[config.mk]
export PLATFORM = sky130hd
export DESIGN_NAME = xor_checked_frame_receiver_flat
export DESIGN_NICKNAME = d
export VERILOG_FILES = /design/src/xcfr_pkg.sv /design/src/xcfr_ifs.sv /design/src/xor_checked_frame_receiver.sv /design/src/xcfr_front.sv /design/src/xcfr_queue.sv /design/src/xcfr_back.sv /design/src/flat_wrapper.sv
export SDC_FILE = /design/constraint.sdc
export NUM_CORES = 1
export LEC_CHECK = 0
export ABC_AREA = 1
export BUFFER_PORTS_ARGS = -buffer_cell sky130_fd_sc_hd__buf_2
export CELL_PAD_IN_SITES_DETAIL_PLACEMENT = 0
export CELL_PAD_IN_SITES_GLOBAL_PLACEMENT = 1
export CORE_ASPECT_RATIO = 0.5
export CORE_MARGIN = 3
export CORE_UTILIZATION = 49
export CTS_CLUSTER_DIAMETER = 150
export DETAILED_ROUTE_END_ITERATION = 10
export GPL_TIMING_DRIVEN = 0
export PLACE_DENSITY_LB_ADDON = 0.2
export SLEW_MARGIN = 40
export SYNTH_ARGS = -nofsm -noshare
export SYNTH_HDL_FRONTEND = slang
export SYNTH_SLANG_ARGS = --single-unit
[constraint.sdc]
create_clock -name clk -period 4.33 [get_ports clk]
set_clock_uncertainty 0.15 [all_clocks]
set_input_delay 0.866 -clock clk [delete_from_list [all_inputs] [get_ports clk]]
set_output_delay 0.866 -clock clk [all_outputs]
set_load 0.01 [all_outputs]
[src/xcfr_pkg.sv]
// shared types and constants for the xor checked frame receiver
package xcfr_pkg;

    localparam int BLOCK_BYTES_DEF = 4;
    localparam int BLOCK_COUNT_DEF = 4;
    localparam int BLOCK_COUNT_MAX = 16;

    localparam int BYTE_W      = 8;
    localparam int OP_W        = 2;
    localparam int CFG_IDX_W   = 2;
    localparam int PLEN_W      = 2;
    localparam int LEFT_W      = 3;
    localparam int LANES       = 4;
    localparam int LANE_W      = $clog2(LANES);
    localparam int DATA_W      = LANES * BYTE_W;
    localparam int BLK_IDX_W   = $clog2(BLOCK_COUNT_MAX);
    localparam int QUEUE_DEPTH = 2;

    localparam logic [BYTE_W-1:0] HEADER_ID_RST      = 8'd0;
    localparam logic [PLEN_W-1:0] PAYLOAD_LENGTH_RST = 2'd3;
    localparam logic [BYTE_W-1:0] BYTE_TIMEOUT_RST   = 8'd3;

    typedef enum logic [OP_W-1:0] {
        OP_RX   = 2'd0,
        OP_TICK = 2'd1,
        OP_POP  = 2'd2
    } op_t;

    typedef enum logic [CFG_IDX_W-1:0] {
        CFG_HEADER_ID      = 2'd0,
        CFG_PAYLOAD_LENGTH = 2'd1,
        CFG_BYTE_TIMEOUT   = 2'd2
    } cfg_idx_t;

    typedef enum logic {
        ST_IDLE  = 1'b0,
        ST_FRAME = 1'b1
    } state_t;

    typedef struct packed {
        logic                 wr_en;
        logic                 rd_en;
        logic [BLK_IDX_W-1:0] block;
        logic [LANE_W-1:0]    lane;
        logic [BYTE_W-1:0]    wr_byte;
        logic                 ring_empty;
        logic                 frame_accepted;
        logic                 frame_rejected;
    } cmd_t;

endpackage

[src/xcfr_ifs.sv]
// channel interfaces for items, results and configuration writes
interface xcfr_item_if;
    logic                          valid;
    logic                          ready;
    logic [xcfr_pkg::OP_W-1:0]     operation;
    logic [xcfr_pkg::BYTE_W-1:0]   rx_byte;

    modport source (output valid, operation, rx_byte, input ready);
    modport sink   (input valid, operation, rx_byte, output ready);
endinterface

interface xcfr_result_if;
    logic                          valid;
    logic                          ready;
    logic [xcfr_pkg::DATA_W-1:0]   block_data;
    logic                          ring_empty;
    logic                          frame_accepted;
    logic                          frame_rejected;

    modport source (output valid, block_data, ring_empty, frame_accepted, frame_rejected,
                    input ready);
    modport sink   (input valid, block_data, ring_empty, frame_accepted, frame_rejected,
                    output ready);
endinterface

interface xcfr_cfg_if;
    logic                          valid;
    logic                          ready;
    logic [xcfr_pkg::CFG_IDX_W-1:0] index;
    logic [xcfr_pkg::BYTE_W-1:0]   data;

    modport source (output valid, index, data, input ready);
    modport sink   (input valid, index, data, output ready);
endinterface

[src/xor_checked_frame_receiver.sv]
// top level of the xor checked frame receiver
//
//  channel   dir  handshake      payload
//  in_ch     in   valid/ready    operation, rx_byte
//  out_ch    out  valid/ready    block_data, ring_empty, frame_accepted, frame_rejected
//  cfg_ch    in   valid/ready    index, data (header_id, payload_length, byte_timeout)
//
// one item per cycle while the command queue has room; a result passes through the command
// queue and then the back register after its transfer (the front decision is combinational)
// rst_n clears frame state, ring indices, queue and block store valid bits at once
// the two entry command queue absorbs output stalls; in_ch.ready drops when it is full
// cfg_ch is always ready
module xor_checked_frame_receiver #(
    parameter int BLOCK_BYTES = xcfr_pkg::BLOCK_BYTES_DEF,
    parameter int BLOCK_COUNT = xcfr_pkg::BLOCK_COUNT_DEF
) (
    input  logic          clk,
    input  logic          rst_n,
    xcfr_item_if.sink     in_ch,
    xcfr_result_if.source out_ch,
    xcfr_cfg_if.sink      cfg_ch
);

    logic           push_valid;
    logic           push_ready;
    xcfr_pkg::cmd_t push_data;
    logic           pop_valid;
    logic           pop_ready;
    xcfr_pkg::cmd_t pop_data;

    xcfr_front #(
        .BLOCK_BYTES (BLOCK_BYTES),
        .BLOCK_COUNT (BLOCK_COUNT)
    ) u_front (
        .clk        (clk),
        .rst_n      (rst_n),
        .item       (in_ch),
        .cfg        (cfg_ch),
        .push_valid (push_valid),
        .push_ready (push_ready),
        .push_data  (push_data)
    );

    xcfr_queue u_queue (
        .clk        (clk),
        .rst_n      (rst_n),
        .push_valid (push_valid),
        .push_ready (push_ready),
        .push_data  (push_data),
        .pop_valid  (pop_valid),
        .pop_ready  (pop_ready),
        .pop_data   (pop_data)
    );

    xcfr_back #(
        .BLOCK_COUNT (BLOCK_COUNT)
    ) u_back (
        .clk       (clk),
        .rst_n     (rst_n),
        .pop_valid (pop_valid),
        .pop_ready (pop_ready),
        .pop_data  (pop_data),
        .result    (out_ch)
    );

endmodule

[src/xcfr_front.sv]
// front end: config registers, frame tracking and command generation
module xcfr_front #(
    parameter int BLOCK_BYTES = xcfr_pkg::BLOCK_BYTES_DEF,
    parameter int BLOCK_COUNT = xcfr_pkg::BLOCK_COUNT_DEF
) (
    input  logic                 clk,
    input  logic                 rst_n,
    xcfr_item_if.sink            item,
    xcfr_cfg_if.sink             cfg,
    output logic                 push_valid,
    input  logic                 push_ready,
    output xcfr_pkg::cmd_t       push_data
);

    localparam int BLK_W    = $clog2(BLOCK_COUNT);
    localparam int OFF_W    = $clog2(BLOCK_BYTES + 1);
    localparam int LANE_LIM = (BLOCK_BYTES < xcfr_pkg::LANES) ? BLOCK_BYTES : xcfr_pkg::LANES;

    logic [xcfr_pkg::BYTE_W-1:0] header_id_reg;
    logic [xcfr_pkg::PLEN_W-1:0] payload_length_reg;
    logic [xcfr_pkg::BYTE_W-1:0] byte_timeout_reg;

    xcfr_pkg::state_t            state_reg, state_next;
    logic [BLK_W-1:0]            write_blk_reg, write_blk_next;
    logic [BLK_W-1:0]            read_blk_reg, read_blk_next;
    logic [OFF_W-1:0]            offset_reg, offset_next;
    logic [xcfr_pkg::LEFT_W-1:0] left_reg, left_next;
    logic [xcfr_pkg::BYTE_W-1:0] tcount_reg, tcount_next;
    logic [xcfr_pkg::BYTE_W-1:0] xor_reg, xor_next;

    logic                        accept;
    logic [xcfr_pkg::LEFT_W-1:0] left_dec;
    logic                        is_header;
    logic                        is_last;
    logic                        sum_ok;
    logic                        lane_ok;
    xcfr_pkg::cmd_t              cmd;

    assign accept     = item.valid && push_ready;
    assign item.ready = push_ready;
    assign cfg.ready  = 1'b1;
    assign push_valid = item.valid;
    assign push_data  = cmd;

    assign left_dec  = left_reg - xcfr_pkg::LEFT_W'(1);
    assign is_header = item.rx_byte == header_id_reg;
    assign is_last   = left_dec == '0;
    assign sum_ok    = xor_reg == item.rx_byte;
    assign lane_ok   = offset_reg < OFF_W'(LANE_LIM);

    function automatic logic [BLK_W-1:0] next_blk(input logic [BLK_W-1:0] b);
        next_blk = (b == BLK_W'(BLOCK_COUNT - 1)) ? '0 : b + BLK_W'(1);
    endfunction

    // configuration writes
    always_ff @(posedge clk or negedge rst_n)
    begin
        if (!rst_n)
        begin
            header_id_reg      <= xcfr_pkg::HEADER_ID_RST;
            payload_length_reg <= xcfr_pkg::PAYLOAD_LENGTH_RST;
            byte_timeout_reg   <= xcfr_pkg::BYTE_TIMEOUT_RST;
        end
        else if (cfg.valid)
        begin
            unique case (cfg.index)
                xcfr_pkg::CFG_HEADER_ID:      header_id_reg      <= cfg.data;
                xcfr_pkg::CFG_PAYLOAD_LENGTH:
                    payload_length_reg <= cfg.data[xcfr_pkg::PLEN_W-1:0];
                xcfr_pkg::CFG_BYTE_TIMEOUT:   byte_timeout_reg   <= cfg.data;
                default:
                begin
                end
            endcase
        end
    end

    // next state
    always_comb
    begin
        state_next = state_reg;
        unique case (item.operation)
            xcfr_pkg::OP_RX:
            begin
                if (state_reg == xcfr_pkg::ST_IDLE)
                begin
                    if (is_header)
                        state_next = xcfr_pkg::ST_FRAME;
                end
                else if (is_last)
                begin
                    state_next = xcfr_pkg::ST_IDLE;
                end
            end
            xcfr_pkg::OP_TICK:
            begin
                if (tcount_reg == xcfr_pkg::BYTE_W'(1))
                    state_next = xcfr_pkg::ST_IDLE;
            end
            default:
            begin
            end
        endcase
    end

    // datapath and command
    always_comb
    begin
        write_blk_next = write_blk_reg;
        read_blk_next  = read_blk_reg;
        offset_next    = offset_reg;
        left_next      = left_reg;
        tcount_next    = tcount_reg;
        xor_next       = xor_reg;

        cmd                = '0;
        cmd.wr_byte        = item.rx_byte;
        cmd.block          = xcfr_pkg::BLK_IDX_W'(write_blk_reg);
        cmd.ring_empty     = read_blk_reg == write_blk_reg;

        unique case (item.operation)
            xcfr_pkg::OP_RX:
            begin
                if (state_reg == xcfr_pkg::ST_IDLE)
                begin
                    if (is_header)
                    begin
                        cmd.wr_en   = 1'b1;
                        cmd.lane    = '0;
                        offset_next = OFF_W'(1);
                        left_next   = xcfr_pkg::LEFT_W'(payload_length_reg)
                                    + xcfr_pkg::LEFT_W'(1);
                        tcount_next = byte_timeout_reg;
                        xor_next    = item.rx_byte;
                    end
                end
                else
                begin
                    left_next = left_dec;
                    if (!is_last)
                    begin
                        cmd.wr_en   = lane_ok;
                        cmd.lane    = offset_reg[xcfr_pkg::LANE_W-1:0];
                        if (offset_reg < OFF_W'(BLOCK_BYTES))
                            offset_next = offset_reg + OFF_W'(1);
                        tcount_next = byte_timeout_reg;
                        xor_next    = xor_reg ^ item.rx_byte;
                    end
                    else
                    begin
                        if (sum_ok)
                        begin
                            write_blk_next     = next_blk(write_blk_reg);
                            cmd.frame_accepted = 1'b1;
                        end
                        else
                        begin
                            cmd.frame_rejected = 1'b1;
                        end
                        offset_next = '0;
                        tcount_next = '0;
                    end
                end
            end
            xcfr_pkg::OP_TICK:
            begin
                if (tcount_reg != '0)
                    tcount_next = tcount_reg - xcfr_pkg::BYTE_W'(1);
            end
            xcfr_pkg::OP_POP:
            begin
                cmd.rd_en     = 1'b1;
                cmd.block     = xcfr_pkg::BLK_IDX_W'(read_blk_reg);
                read_blk_next = next_blk(read_blk_reg);
            end
            default:
            begin
            end
        endcase
    end

    always_ff @(posedge clk or negedge rst_n)
    begin
        if (!rst_n)
        begin
            state_reg     <= xcfr_pkg::ST_IDLE;
            write_blk_reg <= '0;
            read_blk_reg  <= '0;
            offset_reg    <= '0;
            left_reg      <= '0;
            tcount_reg    <= '0;
            xor_reg       <= '0;
        end
        else if (accept)
        begin
            state_reg     <= state_next;
            write_blk_reg <= write_blk_next;
            read_blk_reg  <= read_blk_next;
            offset_reg    <= offset_next;
            left_reg      <= left_next;
            tcount_reg    <= tcount_next;
            xor_reg       <= xor_next;
        end
    end

endmodule

[src/xcfr_queue.sv]
// short command queue between front and back
module xcfr_queue (
    input  logic           clk,
    input  logic           rst_n,
    input  logic           push_valid,
    output logic           push_ready,
    input  xcfr_pkg::cmd_t push_data,
    output logic           pop_valid,
    input  logic           pop_ready,
    output xcfr_pkg::cmd_t pop_data
);

    localparam int PTR_W = $clog2(xcfr_pkg::QUEUE_DEPTH);
    localparam int CNT_W = $clog2(xcfr_pkg::QUEUE_DEPTH + 1);

    xcfr_pkg::cmd_t   entry_reg [xcfr_pkg::QUEUE_DEPTH];
    logic [PTR_W-1:0] wr_ptr_reg, wr_ptr_next;
    logic [PTR_W-1:0] rd_ptr_reg, rd_ptr_next;
    logic [CNT_W-1:0] count_reg, count_next;
    logic             push;
    logic             pop;

    function automatic logic [PTR_W-1:0] ptr_inc(input logic [PTR_W-1:0] p);
        ptr_inc = (p == PTR_W'(xcfr_pkg::QUEUE_DEPTH - 1)) ? '0 : p + PTR_W'(1);
    endfunction

    assign push_ready = count_reg != CNT_W'(xcfr_pkg::QUEUE_DEPTH);
    assign pop_valid  = count_reg != '0;
    assign pop_data   = entry_reg[rd_ptr_reg];
    assign push       = push_valid && push_ready;
    assign pop        = pop_valid && pop_ready;

    always_comb
    begin
        wr_ptr_next = push ? ptr_inc(wr_ptr_reg) : wr_ptr_reg;
        rd_ptr_next = pop ? ptr_inc(rd_ptr_reg) : rd_ptr_reg;
        count_next  = count_reg;
        if (push && !pop)
            count_next = count_reg + CNT_W'(1);
        else if (pop && !push)
            count_next = count_reg - CNT_W'(1);
    end

    always_ff @(posedge clk)
    begin
        if (push)
            entry_reg[wr_ptr_reg] <= push_data;
    end

    always_ff @(posedge clk or negedge rst_n)
    begin
        if (!rst_n)
        begin
            wr_ptr_reg <= '0;
            rd_ptr_reg <= '0;
            count_reg  <= '0;
        end
        else
        begin
            wr_ptr_reg <= wr_ptr_next;
            rd_ptr_reg <= rd_ptr_next;
            count_reg  <= count_next;
        end
    end

endmodule

[src/xcfr_back.sv]
// back end: block store writes, block reads and result register
module xcfr_back #(
    parameter int BLOCK_COUNT = xcfr_pkg::BLOCK_COUNT_DEF
) (
    input  logic           clk,
    input  logic           rst_n,
    input  logic           pop_valid,
    output logic           pop_ready,
    input  xcfr_pkg::cmd_t pop_data,
    xcfr_result_if.source  result
);

    localparam int BLK_W = $clog2(BLOCK_COUNT);

    logic [xcfr_pkg::DATA_W-1:0] store_mem [BLOCK_COUNT];
    logic [xcfr_pkg::LANES-1:0]  lane_valid_reg [BLOCK_COUNT];

    logic                        out_valid_reg;
    logic [xcfr_pkg::DATA_W-1:0] rd_data_reg;
    logic [xcfr_pkg::DATA_W-1:0] rd_mask_reg, rd_mask_next;
    logic                        empty_reg;
    logic                        acc_reg;
    logic                        rej_reg;

    logic                        take;
    logic [BLK_W-1:0]            blk;

    assign pop_ready = !out_valid_reg || result.ready;
    assign take      = pop_valid && pop_ready;
    assign blk       = pop_data.block[BLK_W-1:0];

    assign result.valid          = out_valid_reg;
    assign result.block_data     = rd_data_reg & rd_mask_reg;
    assign result.ring_empty     = empty_reg;
    assign result.frame_accepted = acc_reg;
    assign result.frame_rejected = rej_reg;

    // never written lanes read as zero
    always_comb
    begin
        rd_mask_next = '0;
        for (int k = 0; k < xcfr_pkg::LANES; k++)
        begin
            rd_mask_next[k*xcfr_pkg::BYTE_W +: xcfr_pkg::BYTE_W] =
                {xcfr_pkg::BYTE_W{pop_data.rd_en && lane_valid_reg[blk][k]}};
        end
    end

    always_ff @(posedge clk)
    begin
        if (take && pop_data.wr_en)
            store_mem[blk][pop_data.lane*xcfr_pkg::BYTE_W +: xcfr_pkg::BYTE_W] <= pop_data.wr_byte;
        if (take)
        begin
            rd_data_reg <= store_mem[blk];
            rd_mask_reg <= rd_mask_next;
            empty_reg   <= pop_data.ring_empty;
            acc_reg     <= pop_data.frame_accepted;
            rej_reg     <= pop_data.frame_rejected;
        end
    end

    always_ff @(posedge clk or negedge rst_n)
    begin
        if (!rst_n)
        begin
            out_valid_reg <= 1'b0;
            for (int b = 0; b < BLOCK_COUNT; b++)
                lane_valid_reg[b] <= '0;
        end
        else
        begin
            if (take)
                out_valid_reg <= 1'b1;
            else if (result.ready)
                out_valid_reg <= 1'b0;
            if (take && pop_data.wr_en)
                lane_valid_reg[blk][pop_data.lane] <= 1'b1;
        end
    end

endmodule

[src/flat_wrapper.sv]
// flat-port wrapper written by rule: the top's interface ports become plain ports
module xor_checked_frame_receiver_flat 
#(
    parameter int BLOCK_BYTES = xcfr_pkg::BLOCK_BYTES_DEF,
    parameter int BLOCK_COUNT = xcfr_pkg::BLOCK_COUNT_DEF
)
  (clk, rst_n, in_ch_valid, in_ch_operation, in_ch_rx_byte, in_ch_ready, out_ch_valid, out_ch_block_data, out_ch_ring_empty, out_ch_frame_accepted, out_ch_frame_rejected, out_ch_ready, cfg_ch_valid, cfg_ch_index, cfg_ch_data, cfg_ch_ready);
  xcfr_item_if in_ch_i ();
  xcfr_result_if out_ch_i ();
  xcfr_cfg_if cfg_ch_i ();
  input  logic clk;
  input  logic rst_n;
  input wire logic [$bits(in_ch_i.valid)-1:0] in_ch_valid;
  input wire logic [$bits(in_ch_i.operation)-1:0] in_ch_operation;
  input wire logic [$bits(in_ch_i.rx_byte)-1:0] in_ch_rx_byte;
  output wire logic [$bits(in_ch_i.ready)-1:0] in_ch_ready;
  output wire logic [$bits(out_ch_i.valid)-1:0] out_ch_valid;
  output wire logic [$bits(out_ch_i.block_data)-1:0] out_ch_block_data;
  output wire logic [$bits(out_ch_i.ring_empty)-1:0] out_ch_ring_empty;
  output wire logic [$bits(out_ch_i.frame_accepted)-1:0] out_ch_frame_accepted;
  output wire logic [$bits(out_ch_i.frame_rejected)-1:0] out_ch_frame_rejected;
  input wire logic [$bits(out_ch_i.ready)-1:0] out_ch_ready;
  input wire logic [$bits(cfg_ch_i.valid)-1:0] cfg_ch_valid;
  input wire logic [$bits(cfg_ch_i.index)-1:0] cfg_ch_index;
  input wire logic [$bits(cfg_ch_i.data)-1:0] cfg_ch_data;
  output wire logic [$bits(cfg_ch_i.ready)-1:0] cfg_ch_ready;
  assign in_ch_i.valid = in_ch_valid;
  assign in_ch_i.operation = in_ch_operation;
  assign in_ch_i.rx_byte = in_ch_rx_byte;
  assign in_ch_ready = in_ch_i.ready;
  assign out_ch_valid = out_ch_i.valid;
  assign out_ch_block_data = out_ch_i.block_data;
  assign out_ch_ring_empty = out_ch_i.ring_empty;
  assign out_ch_frame_accepted = out_ch_i.frame_accepted;
  assign out_ch_frame_rejected = out_ch_i.frame_rejected;
  assign out_ch_i.ready = out_ch_ready;
  assign cfg_ch_i.valid = cfg_ch_valid;
  assign cfg_ch_i.index = cfg_ch_index;
  assign cfg_ch_i.data = cfg_ch_data;
  assign cfg_ch_ready = cfg_ch_i.ready;
  xor_checked_frame_receiver #(.BLOCK_BYTES(BLOCK_BYTES), .BLOCK_COUNT(BLOCK_COUNT)) u_core (.clk(clk), .rst_n(rst_n), .in_ch(in_ch_i), .out_ch(out_ch_i), .cfg_ch(cfg_ch_i));
endmodule
==> results <==
- The flow ran to the end, and the final reports show no timing, DRC or antenna violations.
- Of all nets on the critical path, the largest fanout is 10.
- The max-slew violation total from the final report is 0.
- After clock tree synthesis, the flow added hold-fix buffers numbering 0.
- The area of the core is approximately 0.022 mm^2.
- The most used cell along the critical path is sky130_fd_sc_hd__clkbuf_1.
- The minimum period implied by the final worst setup slack is 3.33 ns.
- The number of antenna diodes is 0.
- The netlist uses 38 different library cells.
- Once the floorplan was initialized, standard cells occupied 51.4% of the core.
- STA puts the critical path data required time at 4.47 ns.
- The site row count is 38.
- The net count after synthesis is roughly 1000.
- The number of global-route vias before repair was 6955.
- The number of buffers inserted by post-CTS setup repair is 0.
- STA classifies the critical path startpoint as a register.
- The initial antenna violation count is 0.
- At the end of the flow, the number of nets in the layout was about 1100.
- Excluding fillers, the count of instances in the completed layout stands at roughly 1400.
- In this run the count of I/O pins placed on the die edge is 63.
- The first global-routing pass estimated approximately 38000 um of wire.
- The die outline area is 0.0254 mm^2.
- VDD sags by at most 0.000321 V.
- After detailed routing, the number of vias per cell comes to 5.17.
- The average footprint of a synthesized cell is 11.5 um^2.
- Leaving out fill and tap cells, the most frequent cells in the layout are sky130_fd_sc_hd__nand2_1 (239), sky130_fd_sc_hd__edfxtp_1 (201), sky130_fd_sc_hd__inv_1 (106).
- Global routing consumed, over all layers together, 18.9% of the routing resources.
- The number of detailed-route iterations in the first pass is 5.
- Traced cell by cell, the critical path runs through inv_2, clkbuf_1, or2_2, o21ai_0, ha_1, clkbuf_1, inv_1, clkbuf_1, nand3_1, nor2_1.
- The number of buffers created by CTS is 24.
- The sequential area share after synthesis is 67.0%.
- Entering global routing, the biggest net connects 37 pins.
- The cell at the slowest stage of the critical path is sky130_fd_sc_hd__nor2_1.
- Max-cap violations in this run came to 0.
- Derived from the worst setup path, the maximum achievable clock frequency is ~300 MHz.
- For this run, design rule violations remaining after detail routing come to 0.
- The number of clock sinks is 267.
- The count of nets left with antenna violations once routing finished came out at 0.
- The flip-flop count of the largest register after layout is 128.
- TritonCTS built the clock tree.
- The detailed router's first-iteration violation count is approximately 540.
- The fraction of the core area covered by cells at the end of the flow is 58.3%.
- The final count of hold timing violations is 0.
- The final global-route overflow total is 0.
- Counting buffers and inverters, the worst setup path is 10 cells deep.
- Setup repair after global routing left no endpoint under its margin.
- The share of the clock period used by the worst path is slightly below 80%.
- The sum of net half-perimeters after detailed placement is 16500 um.
- The congestion estimate from routability-driven global placement came to between 0.8 and 0.9.
- The number of failing setup endpoints in the final timing report is 0.
- The critical path is of the register to register type.
- Broken down by cell family, the worst path's largest delay share belongs to buffers and inverters.
- The number of port buffers is 61.
- The detailed router placed 7251 vias in this run.
- The die width is ~220 um.
- After detailed routing, the average wire length per cell comes to 16.8 um.
- The post-placement cell count is 1358.
- The worst setup path is captured at a register.
- The number of buffers on the longest clock path is 3.
- The data arrival time of the critical path is about 3.5 ns.
- Yosys printed 0 warnings.
- The worst pin sits at a relative slew slack of 43.8%.
- The die span in y is about 110 um.
- The synthesized netlist occupies a cell area of approximately 0.011 mm^2.
- The slew at the pin closest to its max-slew limit is 0.841 ns.
- The root buffer selected by CTS is sky130_fd_sc_hd__clkbuf_16.
- Clock-pin slew was measured on the worst setup and hold paths at 0.06 ns.
- The synthesized design contains around 270 register bits.
- The number of buffers and inverters on the critical path is 5.
- After clock tree synthesis, the repair step resized 0 gates.
- The area growth from synthesis to layout is 13.5%.
- At the later pin of the worst-skew pair, clock insertion delay measures 0.53 ns.
- The post-route netlist has 15.1% of its cells at a drive strength greater than 1.
- The sum of routed wire length over all layers is 23600 um.
- Counting every instance in the synthesized netlist gives 994.
- The maximum single-stage delay on the critical path is 0.39 ns.
- The min-delay analysis places its worst path in the category input port to asynchronous set/reset pin.
- The filler cells instantiated in the layout total 1860.
- The analysis attributes to cell leakage a power of between 0.005 and 0.006 uW.
- The most frequent standard cell in the layout excluding fill and tap cells is sky130_fd_sc_hd__nand2_1.
- CTS built an H-tree with a depth of 1.
- Counting cells, the worst reg-to-reg path comes to 10.
- The total power divided by cell area is 683 mW/mm^2.
logic make-up (layout without fill, tap and decap cells):
kind of cell,after synthesis,in the layout,share of synthesized area [%]
buffers and inverters,143,251,5.34
XOR/XNOR,20,20,1.53
AND/OR/NAND/NOR,396,396,15.0
adder cells (fa/ha/maj),18,18,1.96
flip-flops,267,267,67.0
other,1,1,0.0327
multiplexers,1,1,0.0872
AO/OA/AOI/OAI,148,148,9.03
path summary, 6_finish.rpt:
check / startpoint / slack (ns) / end
worst max-delay path: u_core.u_queue.rd_ptr_reg / 1.00 / u_core.u_back.store_mem[3][14]
worst max register to register: u_core.u_queue.rd_ptr_reg / 1.00 / u_core.u_back.store_mem[3][14]
worst min-delay path: rst_n / 0.07 / u_core.u_front.left_reg[2]
worst min register to register: u_core.u_queue.count_reg[0] / 0.32 / u_core.u_queue.count_reg[0]
min in group clk: u_core.u_queue.count_reg[0] / 0.32 / u_core.u_queue.count_reg[0]
max in group asynchronous: rst_n / 3.40 / u_core.u_front.byte_timeout_reg[1]
power breakdown:
part,total (uW),internal (uW),switching (uW)
Combinational,2970,952,2020
Clock,2080,1170,917
Sequential,3850,3590,262
metrics by stage:
stage / TNS, ns / area (um^2) / setup WS, ns / hold slack (ns) / total power, uW
after CTS: 0 / 13000 / 0.979 / 0.0616 / 8940
final: 0 / 13000 / 1.00 / 0.0672 / 8900
after detailed placement: 0 / 12200 / 0.931 / 0.313 / 6870
after global placement: -84.28 / 12200 / -0.693 / 0.309 / 6730
after global routing: 0 / 13000 / 0.673 / 0.0697 / 9480
after floorplan: 0 / 11500 / 0.653 / 0.294 / 5880
routing by layer:
layer  global-route usage, %  vias up  wire length, um
met5                       0        -                0
met4                    3.30        0              369
li1                        -     3568                -
met3                    3.38       31             1450
met1                    27.6     3439            11100
met2                    30.7      213            10600
synth_stat cells (all sizes together):
cell / count / area (um^2)
a21oi: 12 / 78.8
a22oi: 69 / 568
buf: 19 / 141
clkbuf: 13 / 48.8
clkinv: 2 / 8.75
conb: 1 / 3.75
dfrtp: 62 / 1550
dfstp: 4 / 105
edfxtp: 201 / 6040
ha: 18 / 225
inv: 109 / 414
mux2i: 1 / 10.0
nand2: 248 / 983
nand3: 43 / 225
nand4: 13 / 81.3
nor2: 78 / 352
nor3: 11 / 55.1
nor4: 1 / 12.5
o21ai: 50 / 262
o21bai: 17 / 128
or2: 2 / 12.5
xnor2: 12 / 105
xor2: 8 / 70.1
final cells by class:
| type | instances | area [um^2] | area share, % |
|---|---|---|---|
| sequential | 267 | 7690 | 59.1 |
| multi-input combinational | 584 | 3210 | 24.6 |
| clock buffer | 33 | 644 | 4.95 |
| inverter | 111 | 423 | 3.25 |
| tap | 300 | 375 | 2.88 |
| timing repair buffer | 64 | 374 | 2.87 |
| buffer | 32 | 190 | 1.46 |
| clock inverter | 11 | 115 | 0.884 |
worst register-to-register path, delay by kind of cell, from the launching register on:
family	cells	cell delay, ns
flip-flops	1	0.38
AO/OA/AOI/OAI	1	0.28
adder cells (fa/ha/maj)	1	0.31
buffers and inverters	5	1.22
AND/OR/NAND/NOR	3	0.76
Note: power is estimated with default switching activity, not from simulation.
